$ cat config.mk
export PLATFORM = sky130hd
export DESIGN_NAME = can_motor_telemetry_and_throttle_core
export DESIGN_NICKNAME = d
export VERILOG_FILES = /design/src/design/cmtt_pkg.sv /design/src/design/can_motor_telemetry_and_throttle_core.sv /design/src/design/cmtt_controller.sv /design/src/design/cmtt_datapath.sv
export SDC_FILE = /design/constraint.sdc
export NUM_CORES = 2
export LEC_CHECK = 0
export ABC_AREA = 1
export CAP_MARGIN = 20
export CORE_ASPECT_RATIO = 1.2
export CORE_MARGIN = 10
export CORE_UTILIZATION = 40
export CTS_BUF_LIST = sky130_fd_sc_hd__clkbuf_16
export DETAILED_ROUTE_END_ITERATION = 16
export DONT_BUFFER_PORTS = 1
export PLACE_DENSITY_LB_ADDON = 0.3
export SYNTH_ARGS = -nofsm -noshare
export SYNTH_HDL_FRONTEND = slang
export SYNTH_SLANG_ARGS = --single-unit
$ cat constraint.sdc
create_clock -name clk -period 5.5 [get_ports clk]
set_input_delay 0.275 -clock clk [delete_from_list [all_inputs] [get_ports clk]]
set_output_delay 0.275 -clock clk [all_outputs]
set_load 0.05 [all_outputs]
$ cat src/design/cmtt_pkg.sv
// ----------------------------------------------------------------------------
// CAN motor telemetry and throttle package
// Shared types, codes and constants of the motor link handler.
// ----------------------------------------------------------------------------
package cmtt_pkg;

    localparam int MOTOR_COUNT = 8;

    localparam int CFG_INDEX_W = 1;
    localparam int CFG_DATA_W  = 16;

    localparam logic [28:0] SPEED_BASE_ID = 29'h189D271C;
    localparam logic [28:0] TEMP_BASE_ID  = 29'h18A1271C;
    localparam logic [15:0] STALE_MARK    = 16'hFFFF;
    localparam logic [31:0] PAYLOAD_FILL  = 32'hFFFFFFFF;

    localparam logic [15:0] CMD_PERIOD_RESET  = 16'd20;
    localparam logic [15:0] STALE_LIMIT_RESET = 16'd1000;

    localparam logic [28:0] THROTTLE_ID [8] = '{
        29'h14661C27, 29'h14671C27, 29'h14681C27, 29'h14691C27,
        29'h14761C27, 29'h14771C27, 29'h14781C27, 29'h14791C27
    };

    localparam logic [1:0] ACT_FRAME    = 2'd0;
    localparam logic [1:0] ACT_THROTTLE = 2'd1;
    localparam logic [1:0] ACT_UPDATE   = 2'd2;

    localparam logic KIND_THROTTLE = 1'b0;
    localparam logic KIND_STATUS   = 1'b1;

    localparam logic [CFG_INDEX_W-1:0] CFG_CMD_PERIOD  = 1'd0;
    localparam logic [CFG_INDEX_W-1:0] CFG_STALE_LIMIT = 1'd1;

    typedef enum logic [1:0] {
        ST_IDLE,
        ST_CMD,
        ST_STAT
    } state_t;

    typedef struct packed {
        logic       accept;
        logic       step_cmd;
        logic       emit_frame;
        logic       emit_status;
        logic       last;
        logic [2:0] motor;
    } ctrl_cmd_t;

    typedef struct packed {
        logic cmd_due;
        logic pending;
    } ctrl_status_t;

endpackage

$ cat src/design/can_motor_telemetry_and_throttle_core.sv
// ----------------------------------------------------------------------------
// CAN motor telemetry and throttle core
// Link handler for eight motor controllers: stores received speed and
// temperature frames, latches throttle commands and, on each update, emits
// due throttle frames followed by one status record per motor.
// ----------------------------------------------------------------------------
// A received frame or a set-throttle item is absorbed in the cycle of its
// transfer, so the next item may follow in the next cycle. An update item
// holds the input after its transfer while the controller walks the
// motors one per cycle through a single period compare and then one per
// cycle through the staleness compare; a step that emits a result waits
// while the previous result is still held by out_stall.
module can_motor_telemetry_and_throttle_core
    import cmtt_pkg::*;
(
    input  logic                   clk,
    input  logic                   rst_n,
    input  logic                   cfg_write,
    input  logic [CFG_INDEX_W-1:0] cfg_index,
    input  logic [CFG_DATA_W-1:0]  cfg_data,
    input  logic                   in_valid,
    output logic                   in_stall,
    input  logic [1:0]             action,
    input  logic [31:0]            now_ms,
    input  logic [28:0]            frame_id,
    input  logic                   frame_extended,
    input  logic [63:0]            frame_payload,
    input  logic [2:0]             motor_index,
    input  logic [15:0]            throttle,
    output logic                   out_valid,
    input  logic                   out_stall,
    output logic                   kind,
    output logic [2:0]             motor_id,
    output logic [28:0]            tx_id,
    output logic [63:0]            tx_payload,
    output logic [15:0]            speed_a,
    output logic [15:0]            speed_b,
    output logic [15:0]            temp_a,
    output logic [15:0]            temp_b,
    output logic                   last
);

    ctrl_cmd_t    cmd;
    ctrl_status_t status;

    cmtt_controller u_controller (
        .clk       (clk),
        .rst_n     (rst_n),
        .in_valid  (in_valid),
        .in_stall  (in_stall),
        .action    (action),
        .out_valid (out_valid),
        .out_stall (out_stall),
        .status    (status),
        .cmd       (cmd)
    );

    cmtt_datapath u_datapath (
        .clk            (clk),
        .rst_n          (rst_n),
        .cmd            (cmd),
        .status         (status),
        .cfg_write      (cfg_write),
        .cfg_index      (cfg_index),
        .cfg_data       (cfg_data),
        .action         (action),
        .now_ms         (now_ms),
        .frame_id       (frame_id),
        .frame_extended (frame_extended),
        .frame_payload  (frame_payload),
        .motor_index    (motor_index),
        .throttle       (throttle),
        .kind           (kind),
        .motor_id       (motor_id),
        .tx_id          (tx_id),
        .tx_payload     (tx_payload),
        .speed_a        (speed_a),
        .speed_b        (speed_b),
        .temp_a         (temp_a),
        .temp_b         (temp_b),
        .last           (last)
    );

endmodule

$ cat src/design/cmtt_controller.sv
// ----------------------------------------------------------------------------
// CAN motor telemetry and throttle controller
// Sequences an update over the command walk and the status walk, one motor
// per step, and owns the result valid flag.
// ----------------------------------------------------------------------------
module cmtt_controller
    import cmtt_pkg::*;
(
    input  logic         clk,
    input  logic         rst_n,
    input  logic         in_valid,
    output logic         in_stall,
    input  logic [1:0]   action,
    output logic         out_valid,
    input  logic         out_stall,
    input  ctrl_status_t status,
    output ctrl_cmd_t    cmd
);

    state_t     state_reg;
    state_t     state_next;
    logic [2:0] motor_reg;
    logic [2:0] motor_next;
    logic       out_valid_reg;
    logic       out_valid_next;
    logic       out_free;
    logic       at_last;
    logic       advance;

    assign out_free = !out_valid_reg || !out_stall;
    assign at_last  = (motor_reg == 3'(MOTOR_COUNT - 1));

    always_comb
    begin
        case (state_reg)
            ST_CMD:  advance = !(status.cmd_due && status.pending) || out_free;
            ST_STAT: advance = out_free;
            default: advance = 1'b0;
        endcase
    end

    always_comb
    begin
        state_next = state_reg;
        motor_next = motor_reg;
        case (state_reg)
            ST_IDLE:
            begin
                if (in_valid && action == ACT_UPDATE)
                begin
                    state_next = ST_CMD;
                    motor_next = 3'd0;
                end
            end
            ST_CMD:
            begin
                if (advance)
                begin
                    if (at_last)
                    begin
                        state_next = ST_STAT;
                        motor_next = 3'd0;
                    end
                    else
                    begin
                        motor_next = motor_reg + 3'd1;
                    end
                end
            end
            ST_STAT:
            begin
                if (advance)
                begin
                    if (at_last)
                    begin
                        state_next = ST_IDLE;
                    end
                    else
                    begin
                        motor_next = motor_reg + 3'd1;
                    end
                end
            end
            default:
            begin
                state_next = ST_IDLE;
            end
        endcase
    end

    always_comb
    begin
        cmd             = '0;
        cmd.motor       = motor_reg;
        in_stall        = 1'b1;
        case (state_reg)
            ST_IDLE:
            begin
                in_stall   = 1'b0;
                cmd.accept = in_valid;
            end
            ST_CMD:
            begin
                cmd.step_cmd   = advance;
                cmd.emit_frame = advance && status.cmd_due && status.pending;
            end
            ST_STAT:
            begin
                cmd.emit_status = advance;
                cmd.last        = at_last;
            end
            default:
            begin
                in_stall = 1'b1;
            end
        endcase
    end

    always_comb
    begin
        if (cmd.emit_frame || cmd.emit_status)
        begin
            out_valid_next = 1'b1;
        end
        else if (!out_stall)
        begin
            out_valid_next = 1'b0;
        end
        else
        begin
            out_valid_next = out_valid_reg;
        end
    end

    assign out_valid = out_valid_reg;

    always_ff @(posedge clk or negedge rst_n)
    begin
        if (!rst_n)
        begin
            state_reg     <= ST_IDLE;
            motor_reg     <= 3'd0;
            out_valid_reg <= 1'b0;
        end
        else
        begin
            state_reg     <= state_next;
            motor_reg     <= motor_next;
            out_valid_reg <= out_valid_next;
        end
    end

endmodule

$ cat src/design/cmtt_datapath.sv
// ----------------------------------------------------------------------------
// CAN motor telemetry and throttle datapath
// Telemetry and throttle state, configuration registers, the period and
// staleness compares for the selected motor, and the result register.
// ----------------------------------------------------------------------------
module cmtt_datapath
    import cmtt_pkg::*;
(
    input  logic                   clk,
    input  logic                   rst_n,
    input  ctrl_cmd_t              cmd,
    output ctrl_status_t           status,
    input  logic                   cfg_write,
    input  logic [CFG_INDEX_W-1:0] cfg_index,
    input  logic [CFG_DATA_W-1:0]  cfg_data,
    input  logic [1:0]             action,
    input  logic [31:0]            now_ms,
    input  logic [28:0]            frame_id,
    input  logic                   frame_extended,
    input  logic [63:0]            frame_payload,
    input  logic [2:0]             motor_index,
    input  logic [15:0]            throttle,
    output logic                   kind,
    output logic [2:0]             motor_id,
    output logic [28:0]            tx_id,
    output logic [63:0]            tx_payload,
    output logic [15:0]            speed_a,
    output logic [15:0]            speed_b,
    output logic [15:0]            temp_a,
    output logic [15:0]            temp_b,
    output logic                   last
);

    logic [15:0] cmd_period_reg;
    logic [15:0] stale_limit_reg;
    logic [31:0] now_reg;

    logic [31:0] speed_word_reg [8];
    logic [31:0] temp_word_reg  [8];
    logic [31:0] speed_stamp_reg [8];
    logic [31:0] temp_stamp_reg  [8];
    logic [31:0] cmd_stamp_reg   [8];
    logic [15:0] throttle_value_reg [8];
    logic [7:0]  pending_reg;

    logic        kind_reg;
    logic [2:0]  motor_id_reg;
    logic [28:0] tx_id_reg;
    logic [63:0] tx_payload_reg;
    logic [15:0] speed_a_reg;
    logic [15:0] speed_b_reg;
    logic [15:0] temp_a_reg;
    logic [15:0] temp_b_reg;
    logic        last_reg;

    logic [28:0] speed_diff;
    logic [28:0] temp_diff;
    logic        speed_hit;
    logic        temp_hit;
    logic [2:0]  speed_slot;
    logic [2:0]  temp_slot;
    logic        frame_ok;
    logic        throttle_ok;
    logic [31:0] cmd_age;
    logic [31:0] speed_age;
    logic [31:0] temp_age;
    logic        speed_fresh;
    logic        temp_fresh;
    logic [15:0] thr_sel;

    assign speed_diff = frame_id - SPEED_BASE_ID;
    assign temp_diff  = frame_id - TEMP_BASE_ID;
    assign speed_hit  = (speed_diff[28:18] == 11'd0) && (speed_diff[15:0] == 16'd0);
    assign temp_hit   = (temp_diff[28:18] == 11'd0) && (temp_diff[15:0] == 16'd0);
    assign speed_slot = {speed_diff[17:16], 1'b0};
    assign temp_slot  = {temp_diff[17:16], 1'b0};
    assign frame_ok   = cmd.accept && action == ACT_FRAME && frame_extended;
    assign throttle_ok = cmd.accept && action == ACT_THROTTLE
                         && ({1'b0, motor_index} < 4'(MOTOR_COUNT));

    assign cmd_age     = now_reg - cmd_stamp_reg[cmd.motor];
    assign speed_age   = now_reg - speed_stamp_reg[cmd.motor];
    assign temp_age    = now_reg - temp_stamp_reg[cmd.motor];
    assign speed_fresh = speed_age < {16'd0, stale_limit_reg};
    assign temp_fresh  = temp_age < {16'd0, stale_limit_reg};
    assign thr_sel     = throttle_value_reg[cmd.motor];

    assign status.cmd_due = cmd_age > {16'd0, cmd_period_reg};
    assign status.pending = pending_reg[cmd.motor];

    always_ff @(posedge clk or negedge rst_n)
    begin
        if (!rst_n)
        begin
            cmd_period_reg  <= CMD_PERIOD_RESET;
            stale_limit_reg <= STALE_LIMIT_RESET;
        end
        else if (cfg_write)
        begin
            case (cfg_index)
                CFG_CMD_PERIOD:  cmd_period_reg  <= cfg_data;
                CFG_STALE_LIMIT: stale_limit_reg <= cfg_data;
                default:         ;
            endcase
        end
    end

    always_ff @(posedge clk or negedge rst_n)
    begin
        if (!rst_n)
        begin
            now_reg     <= 32'd0;
            pending_reg <= 8'd0;
            for (int i = 0; i < 8; i++)
            begin
                speed_word_reg[i]     <= 32'd0;
                temp_word_reg[i]      <= 32'd0;
                speed_stamp_reg[i]    <= 32'd0;
                temp_stamp_reg[i]     <= 32'd0;
                cmd_stamp_reg[i]      <= 32'd0;
                throttle_value_reg[i] <= 16'd0;
            end
        end
        else
        begin
            if (cmd.accept)
            begin
                now_reg <= now_ms;
            end
            if (frame_ok && speed_hit)
            begin
                speed_word_reg[speed_slot]         <= frame_payload[63:32];
                speed_word_reg[speed_slot + 3'd1]  <= frame_payload[31:0];
                speed_stamp_reg[speed_slot]        <= now_ms;
                speed_stamp_reg[speed_slot + 3'd1] <= now_ms;
            end
            else if (frame_ok && temp_hit)
            begin
                temp_word_reg[temp_slot]          <= frame_payload[63:32];
                temp_word_reg[temp_slot + 3'd1]   <= frame_payload[31:0];
                temp_stamp_reg[temp_slot]         <= now_ms;
                temp_stamp_reg[temp_slot + 3'd1]  <= now_ms;
            end
            if (throttle_ok)
            begin
                throttle_value_reg[motor_index] <= throttle;
                pending_reg[motor_index]        <= 1'b1;
            end
            if (cmd.step_cmd && status.cmd_due)
            begin
                cmd_stamp_reg[cmd.motor] <= now_reg;
            end
            if (cmd.emit_frame)
            begin
                pending_reg[cmd.motor] <= 1'b0;
            end
        end
    end

    always_ff @(posedge clk)
    begin
        if (cmd.emit_frame)
        begin
            kind_reg       <= KIND_THROTTLE;
            motor_id_reg   <= cmd.motor;
            tx_id_reg      <= THROTTLE_ID[cmd.motor];
            tx_payload_reg <= {thr_sel, thr_sel, PAYLOAD_FILL};
            speed_a_reg    <= 16'd0;
            speed_b_reg    <= 16'd0;
            temp_a_reg     <= 16'd0;
            temp_b_reg     <= 16'd0;
            last_reg       <= 1'b0;
        end
        else if (cmd.emit_status)
        begin
            kind_reg       <= KIND_STATUS;
            motor_id_reg   <= cmd.motor;
            tx_id_reg      <= 29'd0;
            tx_payload_reg <= 64'd0;
            speed_a_reg    <= speed_fresh ? speed_word_reg[cmd.motor][31:16] : STALE_MARK;
            speed_b_reg    <= speed_fresh ? speed_word_reg[cmd.motor][15:0]  : STALE_MARK;
            temp_a_reg     <= temp_fresh ? temp_word_reg[cmd.motor][31:16] : STALE_MARK;
            temp_b_reg     <= temp_fresh ? temp_word_reg[cmd.motor][15:0]  : STALE_MARK;
            last_reg       <= cmd.last;
        end
    end

    assign kind       = kind_reg;
    assign motor_id   = motor_id_reg;
    assign tx_id      = tx_id_reg;
    assign tx_payload = tx_payload_reg;
    assign speed_a    = speed_a_reg;
    assign speed_b    = speed_b_reg;
    assign temp_a     = temp_a_reg;
    assign temp_b     = temp_b_reg;
    assign last       = last_reg;

endmodule
# ---- Word-level counts from Yosys, hierarchy flattened
# Memories as Yosys holds them, arrays and structs flattened.
# Index checks and enable logic that the tools add are counted.
dict set report op_classes {
  n_mux 79
  addsub 8
  n_eq_ne 12
  bitwise_logic 11
  order_cmp 19
  reduce_logical 39
}
# cell count
set op_table {}
lappend op_table {{256-bit bitwise mux} 9}
lappend op_table {{32-bit binary-select mux with 3-bit select} 5}
lappend op_table {{32-bit demux with 3-bit select} 5}
lappend op_table {{32-bit two-way mux} 15}
lappend op_table {{128-bit bitwise mux} 1}
lappend op_table {{64-bit two-way mux} 2}
lappend op_table {{29-bit two-way mux} 4}
lappend op_table {{16-bit two-way mux} 7}
lappend op_table {{32-bit subtractor} 3}
lappend op_table {{32-bit by 16-bit < comparator with 1-bit output} 2}
lappend op_table {{29-bit subtractor (second input constant)} 2}
lappend op_table {{16-bit binary-select mux with 3-bit select} 1}
lappend op_table {{16-bit demux with 3-bit select} 1}
lappend op_table {{32-bit by 16-bit > comparator with 1-bit output} 1}
lappend op_table {{16-bit logical NOT} 2}
lappend op_table {{4-bit >= comparator (second input constant)} 6}
lappend op_table {{4-bit by 1-bit < comparator with 1-bit output (second input constant)} 6}
lappend op_table {{3-bit inverter with 4-bit output} 6}
lappend op_table {{11-bit logical NOT} 2}
lappend op_table {{3-bit two-way mux} 7}
lappend op_table {{1-bit logical AND} 20}
lappend op_table {{8-bit two-way mux} 2}
lappend op_table {{2-bit two-way mux} 7}
lappend op_table {{2-bit by 1-bit inequality test with 1-bit output (second input constant)} 6}
lappend op_table {{other kinds (24)} 46}
dict set report word_totals {
  ff_bits 1648
  romBits 232
  n_memories 1
  output_inout_bits 164
  elab_cells 234
}
# name depth width rd rd_clocked_by_memory_dff write_ports line_no
set memory_table {}
lappend memory_table {{(no name shown)} 8 29 1 0 0 cmtt_datapath.sv:166} ;# tx_id_reg <= THROTTLE_ID[cmd.motor];

# ---- Depth between registers and ports, before layout
dict set report depth {
  word_depth 15
  ltp_mapped 42
}

# ---- Hierarchy
# A second synthesis with hierarchy kept.
dict set report unflattened {
  hier_cells 10320
  area_unflattened_um2 80488.4
}
# mod area_per_inst_um2 cells_each instances
set by_module_without_submodules {}
lappend by_module_without_submodules {cmtt_datapath 79983.0 10252 1}
lappend by_module_without_submodules {cmtt_controller 505.5 68 1}

# ---- Least setup slack after synthesis
# Ideal clock, no wire load.
dict set report synth_path {
  path_type {register -> register}
  start {register u_controller.motor_reg[0]}
  end {register u_datapath.motor_id_reg[0] (netlist: u_datapath.motor_id[0]) (enable)}
  setup_slack_ns -0.326
  setup_time_ns 0.381
  period_less_slack_ns 5.826
  arrival_time_ns 5.445
  stages_incl_launch_ff 35
  path_buffers 6
  path_cell_list {dfrtp_1 > inv_2 > buf_2 > nand2_1 > clkbuf_1 > buf_1 > clkbuf_1 > o22ai_1 > a221oi_1 > nand2_1 > ha_1 > fa_1 > inv_1 > nand3_1 > nand3_1 > nand3_1 > nand3_1 > xor2_1 > ha_1 > nand2_1 > nor3_1 > nand3_1 > nand2_1 > nand3_1 > nor2_1 > nand2_1 > nor2_1 > nand2_1 > nand2_1 > nand2_1 > nand2_2 > nand3_1 > buf_4 > buf_2 > nand2_1}
}
dict set report synth_via {
  elab_chain_cells 14
  word_cells_on_any_way 17
  classes_between {1 x add/sub; 1 x order compare; 8 x mux; 1 x bitwise; 6 x reduce/logical}
}
# item line_no
set synth_rtl {}
lappend synth_rtl {{start, declared} cmtt_controller.sv:22} ;# logic [2:0] motor_reg;
lappend synth_rtl {{start signal, assigned} cmtt_controller.sv:148} ;# motor_reg <= motor_next;
lappend synth_rtl {{3-bit inverter with 4-bit output (not written as such)} cmtt_datapath.sv:81} ;# assign cmd_age = now_reg - cmd_stamp_reg[cmd.motor];
lappend synth_rtl {{32-bit binary-select mux with 3-bit select} cmtt_datapath.sv:81}
lappend synth_rtl {{32-bit two-way mux (not written as such) (2 in a row)} cmtt_datapath.sv:81}
lappend synth_rtl {{32-bit subtractor} cmtt_datapath.sv:81}
lappend synth_rtl {{32-bit by 16-bit > comparator with 1-bit output} cmtt_datapath.sv:88} ;# assign status.cmd_due = cmd_age > {16'd0, cmd_period_reg};
lappend synth_rtl {{1-bit logical AND} cmtt_controller.sv:36} ;# ST_CMD: advance = !(status.cmd_due && status.pending) || out_free;
lappend synth_rtl {{1-bit logical NOT} cmtt_controller.sv:36}
lappend synth_rtl {{1-bit logical OR} cmtt_controller.sv:36}
lappend synth_rtl {{1-bit one-hot mux with 2 select lines} cmtt_controller.sv:35} ;# case (state_reg)
lappend synth_rtl {{1-bit logical AND (2 in a row)} cmtt_controller.sv:105} ;# cmd.emit_frame = advance && status.cmd_due && status.pending;
lappend synth_rtl {{2-bit two-way mux} cmtt_controller.sv:96} ;# case (state_reg)
lappend synth_rtl {{2-bit nonzero test (no line) (*)} -}
lappend synth_rtl {{end signal, assigned} cmtt_datapath.sv:165} ;# motor_id_reg <= cmd.motor;
lappend synth_rtl {{end signal, assigned} cmtt_datapath.sv:177} ;# motor_id_reg <= cmd.motor;
lappend synth_rtl {{end, declared} cmtt_datapath.sv:47} ;# logic [2:0] motor_id_reg;
# Mark *: on every way between the ends. The rest lies on a longest branch, timed or not. The select of a mux whose other input is x is not followed.
# A chain may end at the register's enable or synchronous reset.

# ---- Final worst setup path
dict set report layout_path {
  start {register u_controller.motor_reg[1]}
  end {register u_datapath.temp_b_reg[5] (netlist: u_datapath.temp_b[5])}
}
dict set report layout_via {
  elab_chain_cells 13
  word_cells_on_any_way 25
  classes_between {2 x add/sub; 2 x order compare; 15 x mux; 1 x bitwise; 5 x reduce/logical}
}
# item line_no
set layout_rtl {}
lappend layout_rtl {{3-bit inverter with 4-bit output (not written as such)} {cmtt_datapath.sv:81, cmtt_datapath.sv:83, cmtt_datapath.sv:183}}
lappend layout_rtl {{32-bit binary-select mux with 3-bit select} cmtt_datapath.sv:81}
lappend layout_rtl {{32-bit two-way mux (not written as such) (2 in a row)} cmtt_datapath.sv:81}
lappend layout_rtl {{32-bit subtractor} cmtt_datapath.sv:81}
lappend layout_rtl {{32-bit by 16-bit > comparator with 1-bit output} cmtt_datapath.sv:88}
lappend layout_rtl {{1-bit logical AND} cmtt_controller.sv:36}
lappend layout_rtl {{1-bit logical NOT} cmtt_controller.sv:36}
lappend layout_rtl {{1-bit logical OR} cmtt_controller.sv:36}
lappend layout_rtl {{1-bit one-hot mux with 2 select lines} cmtt_controller.sv:35}
lappend layout_rtl {{1-bit logical AND (2 in a row)} cmtt_controller.sv:105}
lappend layout_rtl {{2-bit two-way mux} cmtt_controller.sv:96}
lappend layout_rtl {{end signal, assigned} cmtt_datapath.sv:183} ;# temp_b_reg <= temp_fresh ? temp_word_reg[cmd.motor][15:0] : STALE_MARK;
lappend layout_rtl {{end, declared} cmtt_datapath.sv:53} ;# logic [15:0] temp_b_reg;
# Several ways; a longest one is shown, not always the timed one. The select of a mux whose other input is x is not followed.

==> metrics.md <==
| Metric | Value |
|---|---|
| Outcome | `finished clean` |
| Setup CP Type | `reg -> reg` |
| Inst Count DP | `11882` |
| Clock share of power | `0.268` |
| H-tree depth | `4` |
| Row count | `177` |
| Post-synth ARST share | `0.942` |
| Clk_skew | `76.7 ps` |
| GRT Total Usage | `0.257` |
| Startpoint Class | `flip-flop` |
| I/O Pins | `333` |
| Sw power | `17.0 mW` |
| # DRC | `0` |
| TritonCTS Sinks | `1577` |
| DR iter-0 viols | `8084` |
| RR Endpoint | `u_datapath.temp_b[5]$_SDFFE_PP0P_` |
| Avg Cell Area, Syn | `8.04 sq um` |
| Area of the multi-input gates | `32600 sq um` |
| Period Utilization, post-route | `0.967` |
| Largest area contributor in the netlist | `dfrtp_1` |
| Synth top area share | `0.476` |
| Critical-path maximum fanout | `32` |
| Leak | `44.9 nW` |
| CTS tree | `yes` |
| Seq cells post-synth | `1577` |
| Worst Path Arrival | `6030 ps` |
| Vias in the first global route | `67253` |
| Hold Path Depth | `5` |
| Max Cap Viol | `0` |
| Share of layout cells above drive strength 1 | `0.0821` |
| Fmax | `188 MHz` |
| Slew @ Worst Pin | `1200 ps` |
| CP max stage cell | `buf_4` |
| Final HPWL DP | `180 mm` |
| Final hold viol count | `0` |
| Worst VDD drop | `0.587 mV` |
| Worst skew pair latency | `850 ps` |
| PwrDens | `462 nW/um^2` |
| Max stage delay on crit path | `450 ps` |
| Switching share of power | `0.413` |
| CTS buffer count | `167` |
| Commonest non-fill, non-tap cell in the layout | `nand2_1` |
| RSZ-0062 raised after global routing | `true` |
| CTS Root Cell | `clkbuf_16` |
| Vert. Die Dim | `503 um` |
| Layout Cells excl Fill | `12372` |
| Antenna violations before repair | `26` |
| Worst Hold End | `u_datapath.speed_word_reg[146]$_DFFE_PN0P_` |
| Clock transition at path regs | `60 ps` |
| Nets | `9946` |
| HP Class | `in -> reg` |
| DRT Wirelength | `283 mm` |
| Area occupied by registers | `39300 sq um` |
| Post-DRT Antenna Nets | `0` |
| Netlist cell types | `60` |
| Most frequent cells in the layout | `3510 x nand2_1, 1477 x dfrtp_1, 748 x inv_1` |
| Post-synth EDFFs | `24` |
| Worst R2R Start | `u_controller.motor_reg[1]$_DFFE_PN0P_` |
| Crit path buffers/inverters | `7` |
| Reg2reg path depth | `25` |
| Synth-to-Final Area Change | `14.7%` |
| Final setup viols | `0` |
| Routed WL per cell | `22.9 um` |
| IO Port Bufs | `0` |
| Crit-path leading delay family | `buffers and inverters` |
| Congestion Overflow GR | `0` |
| Largest net degree at the start of global routing | `194` |
| Crit path from | `u_controller.motor_reg[1]$_DFFE_PN0P_` |
| Routed vias | `69420` |
| Crit path required time | `6220 ps` |
| Core ar. | `194000 sq um` |
| Top FF cell, synth | `dfrtp_1` |
| Bufs on Longest Clock Path | `3` |
| DRT Pass-1 Iters | `6` |
| First-pass GRT wire length | `426 mm` |
| Fin. max-slew vios | `0` |
| Syn Inst Count | `9653` |
| Ys Warns | `0` |
| Initial Utilization | `0.401` |
| TNS Setup | `0 ps` |
| Comb power frac | `0.373` |
| Tmin final | `5320 ps` |
| Die ar. | `212000 sq um` |
| CP Capture Type | `flip-flop` |
| Share of power burned in registers | `0.360` |
| Fill cell count | `18862` |
| Sequential-to-total area share from yosys stat | `0.506` |
| Pint | `24.2 mW` |
| Reg2Reg Setup Slack | `180 ps` |
| Slew HR | `0.203` |
| Avg Vias per Cell | `5.61` |
| Top cells by area, synth | `dfrtp_1 48%, nand2_1 17%, nand4_1 5.6%` |
| GP Congestion | `0.936` |
| Die W | `422 um` |
| Mapped cell area | `77700 sq um` |
| Hold path startpoint | `frame_extended` |
cell type report:
type,instances,share of cell area
flip-flops and latches,1577,0.441
multi-input cells,6580,0.366
repair buffers,576,0.0661
clock buffers,169,0.0475
well taps,2595,0.0364
inverters,724,0.0315
clock inverters,138,0.0117
diodes,13,0.000365
synthesized netlist by cell type, types with 10 or more instances:
master / count
a211oi_1: 18
a21oi_1: 174
a221oi_1: 151
a22o_1: 84
a22oi_1: 137
buf_1: 58
buf_2: 210
buf_4: 77
clkbuf_1: 401
clkbuf_2: 32
dfrtp_1: 1478
dfxtp_1: 67
edfxtp_1: 24
ha_1: 148
inv_1: 712
mux2_2: 16
nand2_1: 3521
nand3_1: 132
nand3b_1: 15
nand4_1: 690
nor2_1: 373
nor3_1: 33
o2111ai_1: 17
o21ai_0: 524
o21ai_1: 287
o221ai_1: 10
o22ai_1: 99
xnor2_1: 15
xor2_1: 39
routing by layer:
layer	wire length (um)	vias to the layer above	track usage
met5	48	-	0
li1	-	31864	-
met1	114000	33903	0.328
met2	132000	3023	0.420
met3	21200	622	0.0453
met4	15600	8	0.128
through the flow:
stage | hold WS, ps | total power, mW | util | setup slack [ps] | area (sq um)
after floorplan | -20.6 | 23.8 | - | 46.2 | 77700
after global placement | 383 | 29.4 | 0.422 | -95.2 | 81700
after detailed placement | 358 | 29.5 | 0.422 | -143 | 81700
after CTS | 1.43 | 40.8 | 0.457 | 8.51 | 88400
after global routing | 76.1 | 43.5 | 0.460 | -61.7 | 89100
final | 52.5 | 41.2 | 0.460 | 183 | 89100
tightest hold or removal path, stage by stage:
cell and delay [ps]:
nand2_1 60, nor3_2 50, buf_12 180, nand4_1 180
nand2_1 50
repair_timing:
action,4_1_cts,5_1_grt
setup buffers,3,17
hold endpoints to repair,1354,16
hold buffers,141,2
cloned,0,5
pin swaps,2,10
resized for setup,11,72
endpoints found under the setup margin,322,358
worst max-delay path by stage:
stage	endpoint	cells after the start
6_report	u_datapath.temp_b[5]$_SDFFE_PP0P_	25
5_1_grt	u_datapath.tx_payload[54]$_DFFE_PP_	31
3_5_place_dp	u_datapath.cmd_stamp_reg[56]$_DFFE_PN0P_	29
3_3_place_gp	u_datapath.cmd_stamp_reg[63]$_DFFE_PN0P_	30
4_1_cts	u_datapath.speed_b[9]$_SDFFE_PP0P_	32
2_1_floorplan	u_datapath.motor_id[0]$_DFFE_PP_	34
cells by family (layout without fill, tap and decap cells):
kind of cell / after synthesis / in the layout / synth area share
fa+ha+maj: 151 / 151 / 0.0246
mux: 16 / 16 / 0.00232
other cells: 1 / 26 / 0.0000483
compound gates: 1535 / 1535 / 0.120
flops: 1577 / 1577 / 0.506
xor+xnor: 54 / 54 / 0.00609
simple gates: 4811 / 4811 / 0.261
buf+inv: 1508 / 1607 / 0.0811
power by group through the flow:
| stage | sequential, mW | combinational (mW) | clock, mW |
|---|---|---|---|
| final | 14.8 | 15.3 | 11.0 |
| after global routing | 14.9 | 16.9 | 11.7 |
| after CTS | 14.8 | 14.8 | 11.2 |
| after detailed placement | 15.0 | 14.5 | 0 |
| after global placement | 15.0 | 14.4 | 0 |
| after floorplan | 14.4 | 9.34 | 0 |
Note: power is estimated with default switching activity, not from simulation.
